===== config.mk =====
export PLATFORM = sky130hd
export DESIGN_NAME = tccm_rank
export DESIGN_NICKNAME = d
export VERILOG_FILES = /design/src/hdl/tccm_pkg.sv /design/src/hdl/tccm_rank.sv
export SDC_FILE = /design/constraint.sdc
export NUM_CORES = 1
export LEC_CHECK = 0
export BUFFER_PORTS_ARGS = -buffer_cell sky130_fd_sc_hd__clkbuf_2
export CORE_MARGIN = 4
export CORE_UTILIZATION = 35
export DETAILED_ROUTE_END_ITERATION = 12
export PLACE_DENSITY = 0.63
export SYNTH_ARGS = -nofsm -noshare
export SYNTH_HDL_FRONTEND = slang
export SYNTH_SLANG_ARGS = --single-unit

===== constraint.sdc =====
create_clock -name vclk -period 15.2
set_input_delay 3.04 -clock vclk [all_inputs]
set_output_delay 3.04 -clock vclk [all_outputs]
set_load 0.01 [all_outputs]

===== src/hdl/tccm_pkg.sv =====
// ----------------------------------------------------------------------------
// tccm_pkg
// shared types and constants of the top-three class colour mixer
// ----------------------------------------------------------------------------
package tccm_pkg;

    localparam int NUM_CLASSES_DEF = 8;
    localparam int PROB_BITS_DEF   = 16;
    localparam int IN_BITS         = 16;
    localparam int CFG_IDX_W       = 3;
    localparam int CFG_DATA_W      = 48;

    // register indexes
    localparam logic [CFG_IDX_W-1:0] REG_MIX_MODE  = 3'd0;
    localparam logic [CFG_IDX_W-1:0] REG_COLORS_01 = 3'd1;
    localparam logic [CFG_IDX_W-1:0] REG_COLORS_23 = 3'd2;
    localparam logic [CFG_IDX_W-1:0] REG_COLORS_45 = 3'd3;
    localparam logic [CFG_IDX_W-1:0] REG_COLORS_67 = 3'd4;

    // mix modes
    localparam logic [1:0] MODE_WEIGHTED = 2'd0;
    localparam logic [1:0] MODE_CENTROID = 2'd1;
    localparam logic [1:0] MODE_TOP      = 2'd2;

    // reset contents of the colour table
    localparam logic [CFG_DATA_W-1:0] COLORS_01_RST = 48'd280710539575296;
    localparam logic [CFG_DATA_W-1:0] COLORS_23_RST = 48'd266885065081022;
    localparam logic [CFG_DATA_W-1:0] COLORS_45_RST = 48'd3304453621;
    localparam logic [CFG_DATA_W-1:0] COLORS_67_RST = 48'd56073157518076;

    typedef struct packed {
        logic [IN_BITS-1:0] prob_0;
        logic [IN_BITS-1:0] prob_1;
        logic [IN_BITS-1:0] prob_2;
        logic [IN_BITS-1:0] prob_3;
        logic [IN_BITS-1:0] prob_4;
        logic [IN_BITS-1:0] prob_5;
        logic [IN_BITS-1:0] prob_6;
        logic [IN_BITS-1:0] prob_7;
    } prob_item_t;

    typedef struct packed {
        logic [7:0] red;
        logic [7:0] green;
        logic [7:0] blue;
        logic [2:0] first_class;
        logic [2:0] second_class;
        logic [2:0] third_class;
        logic       below_floor;
    } color_item_t;

endpackage


===== src/hdl/tccm_rank.sv =====
// ----------------------------------------------------------------------------
// tccm_rank
// picks the three largest probabilities, lower index first on ties
// ----------------------------------------------------------------------------
module tccm_rank
    import tccm_pkg::*;
#(
    parameter int NUM_CLASSES = NUM_CLASSES_DEF,
    parameter int PROB_BITS   = PROB_BITS_DEF
)
(
    input  logic [7:0][PROB_BITS-1:0] prob,
    output logic [2:0][2:0]           idx
);

    logic [2:0] cnt [8];

    // each class counts the classes that outrank it, giving a unique rank
    always_comb
    begin
        for (int i = 0; i < 8; i++)
        begin
            cnt[i] = 3'd0;
            for (int j = 0; j < NUM_CLASSES; j++)
            begin
                if ((j < i && prob[j] >= prob[i]) || (j > i && prob[j] > prob[i]))
                begin
                    cnt[i] = cnt[i] + 3'd1;
                end
            end
        end
        idx = '0;
        for (int r = 0; r < 3; r++)
        begin
            for (int i = 0; i < NUM_CLASSES; i++)
            begin
                if (cnt[i] == 3'(r))
                begin
                    idx[r] = idx[r] | 3'(i);
                end
            end
        end
    end

endmodule


# Word level (Yosys, flattened, before mapping)
# Index checks and enable logic that the tools add are counted.
dict set report totals {
  ramBits 0
  n_memories 0
  latchBits 0
  mem_bits_ro 0
  reg_bits 0
  out_inout_bits 9
}
dict set report classes {
  multipliers 0
  reduce_logical 7
  shifts 0
  n_lt_le_gt_ge 49
  bitwise_logic 0
  eq_ne 14
  muxes 70
  n_addsub 42
  div 0
}
# operator n
set op_table {}
lappend op_table {{>= comparator 16 bit} 28}
lappend op_table {{> comparator 16 bit} 21}
lappend op_table {{two-way mux 3 bit} 54}
lappend op_table {{adder 3 x 1 -> 3 bit (second input constant)} 35}
lappend op_table {{equality test 3 x 1 -> 1 bit (second input constant)} 7}
lappend op_table {{equality test 3 x 2 -> 1 bit (second input constant)} 7}
lappend op_table {{zero test 3 bit} 7}
lappend op_table {{adder 1 x 1 -> 2 bit (second input constant)} 7}
lappend op_table {{two-way mux 2 bit} 6}
lappend op_table {{two-way mux 1 bit} 10}

# Depth between registers and ports, before layout
dict set report depth {
  ltp_word 22
  mapped_depth 32
  mapped_depth_nobuf 32
}

# Worst setup path after synthesis
# Ideal clock, no wire load.
dict set report synth_path {
  kind {input port to output port}
  start {in prob[0] (netlist name)}
  end {out idx[7] (netlist name)}
  t_arrival_ns 8.990
  cell_stages 29
  t_required_ns 12.160
  path_slack_ns 3.170
  path_cell_list {inv_1 ha_1 nand2b_1 a21o_1 a21o_1 a21o_1 a21o_1 a21o_1 a211o_1 a221o_1 a31oi_1 o21a_1 ha_1 xor2_1 inv_1 ha_1 nand3_1 o31ai_1 ha_1 mux2_2 ha_1 mux2_2 ha_1 nand2_1 xor2_1 xnor3_1 xnor2_1 inv_1 o311ai_1}
}
# item line_no
set synth_lines {}
lappend synth_lines {{start: declaration} tccm_rank.sv:12} ;# input logic [7:0][PROB_BITS-1:0] prob,
lappend synth_lines {{end: declaration} tccm_rank.sv:13} ;# output logic [2:0][2:0] idx

==> metrics.csv <==
stage,metric,value,unit
floorplan,start_util,0.3541,
setup_path,cp_slowest_stage_delay,530,ps
setup_path,endpoint_kind,primary output,
floorplan,rows,69,
clock_network,ctsHoldBuffers,0,
drt,drt.antenna.violating_nets,0,
logic_synthesis,synthAdderAreaFrac,0.4868,
placement,post-dp-hpwl,43450,um
sta,final.min_clock_period,12910,ps
drt,vias_per_cell,5.804,
sta,tightest_slew,1133,ps
sta,slew_viol_final,0,
logic_synthesis,synth_xor_area_frac,0.05961,
setup_path,path_delay_family,compound AO/OA/AOI/OAI gates,
logic_synthesis,synth_area,12590,sq um
min_path,worstHoldPathCells,9,
setup_path,critical_path_class,in -> out,
global_route,grt_pass1_wl,73970,um
floorplan,pin_count,137,
cells_and_area,n_clock_buffer,0,
cells_and_area,nNetsFinal,2295,
cells_and_area,fill_cells,3707,
sta,timing.final.crit_share,0.8494,
global_route,grt-ovfl-total,0,
logic_synthesis,synth-compound-area-share,0.2278,
logic_synthesis,synthCells,1538,
floorplan,die_x,197.7,um
clock_network,cts.repair.resized,0,
cells_and_area,seq_cells,0,
cells_and_area,utilization,0.3899,
cells_and_area,regArea,0,sq um
cells_and_area,final_common_cell,ha_1,
sta,tns,0,ps
logic_synthesis,syn_avg_cell_area,8.189,sq um
min_path,hold-path-endpoint,idx[3],
placement,portBuffers,137,
setup_path,required,12160,ps
logic_synthesis,synth_area_leaders,"ha_1 (49%), a21o_1 (5.5%), a21oi_1 (4.8%)",
drt,drtIter0Drc,858,
logic_synthesis,synth.mux.area_fraction,0.01937,
cells_and_area,layout_common_cells,"ha_1 (490), inv_1 (147), clkbuf_2 (137)",
sta,setup_viol,0,
logic_synthesis,synth_cell_types,85,
min_path,hold_path_class,in -> out,
pwr,p_total,1.016,mW
global_route,antenna_found_initial,3,
logic_synthesis,synthSimpleGateAreaFrac,0.1617,
drt,vias,12410,
min_path,hold_start,prob[127],
cells_and_area,synthToLayoutAreaGrowth,10.12,%
floorplan,die_area,39080,sq um
clock_network,post_cts_buffers,0,
logic_synthesis,syn_nets,2156,
setup_path,cpMaxStageDelayCell,xor2_1,
setup_path,worstPathMaxFanout,6,
placement,place_area,13860,sq um
sta,fmax,77.45,MHz
flow_run,maxCapViolations,0,
pwr,p_per_area,73.22,nW/um^2
cells_and_area,finalInstanceArea,13870,sq um
global_route,grt_usage,0.2439,
logic_synthesis,yosysWarnings,0,
logic_synthesis,ys_seq_area_frac,0,
placement,gp_congestion,0.9984,
setup_path,cp-start-kind,primary input,
logic_synthesis,synth_top_area_cell,ha_1,
sta,hold_viol,0,
logic_synthesis,synth_top_area_frac,0.4868,
drt,drtPass1Iterations,5,
global_route,grt_pass1_vias,12230,
global_route,grt_max_degree,11,
drt,wl_per_cell,22.85,um
setup_path,critPathArrivalTime,9870,ps
floorplan,core-area,35570,sq um
sta,rsz0062_at_grt,false,
setup_path,cp.buffers_inverters,5,
drt,route.detailed.drc,0,
drt,finalWirelength,48850,um
cells_and_area,layout-drive-gt1-share,0.1099,
logic_synthesis,synth_top_family_by_area,adder cells,
floorplan,die_h,197.7,um
sta,relSlewSlack,0.2412,
pwr,p_leak,7.593,nW
sta,fin_hold_ws,7307,ps
status,status,completed,
pwr,peakVddDrop,0.07269,mV
==> worst max-delay path by stage <==
stage,from,endpoint,slack [ps],cells after the start
floorplan,prob[0],idx[7],3170,29
global placement,prob[0],idx[7],2430,31
detailed placement,prob[0],idx[7],2340,31
CTS,prob[0],idx[7],2340,31
global route,prob[0],idx[0],1870,31
finish,prob[34],idx[7],2290,31
==> cell usage after synthesis (17+ instances only) <==
cell type  number
ha_1          490
inv_1         147
a21oi_1       121
nand2_1       111
a21o_1         92
nand4_1        70
nor2_1         63
o21ai_0        62
nor2b_1        33
xnor2_1        25
nand2b_1       23
o21a_1         21
nand3_1        20
o211ai_1       17
==> kinds of logic (layout without fill, tap and decap cells) <==
kind of cell | after synthesis | in the layout
AO/OA/AOI/OAI | 424 | 424
buffers and inverters | 150 | 287
XOR/XNOR | 59 | 59
multiplexers | 23 | 23
adder cells (fa/ha/maj) | 490 | 490
other | 0 | 2
AND/OR/NAND/NOR | 392 | 392
==> power breakdown <==
group | switching (mW) | internal, mW | total [mW]
sequential | 0 | 0 | 0
combinational | 0.569 | 0.447 | 1.02
clock | 0 | 0.0000000176 | 0.0000000177
==> through the flow <==
| stage | std cells | worst slack, ps |
|---|---|---|
| floorplan | 1538 | 3170 |
| global placement | 2136 | 2426 |
| detailed placement | 2136 | 2339 |
| CTS | 2136 | 2337 |
| global route | 2138 | 1869 |
| finish | 2138 | 2289 |
==> routing by layer <==
layer,wire length (um),GRT usage
met3,2990,0.01599
met2,21250,0.3947
met4,2161,0.08595
met1,22450,0.3430
met5,0,0
==> final cells by class <==
class,count,area (sq um),area share
Antenna cell,2,5.005,0.0003608
Inverter,148,555.5,0.04005
Multi-Input combinational cell,1388,12030,0.8675
Tap cell,461,576.8,0.04159
Timing Repair Buffer,139,700.7,0.05052
No activity file was read; power rests on OpenSTA's default activity.
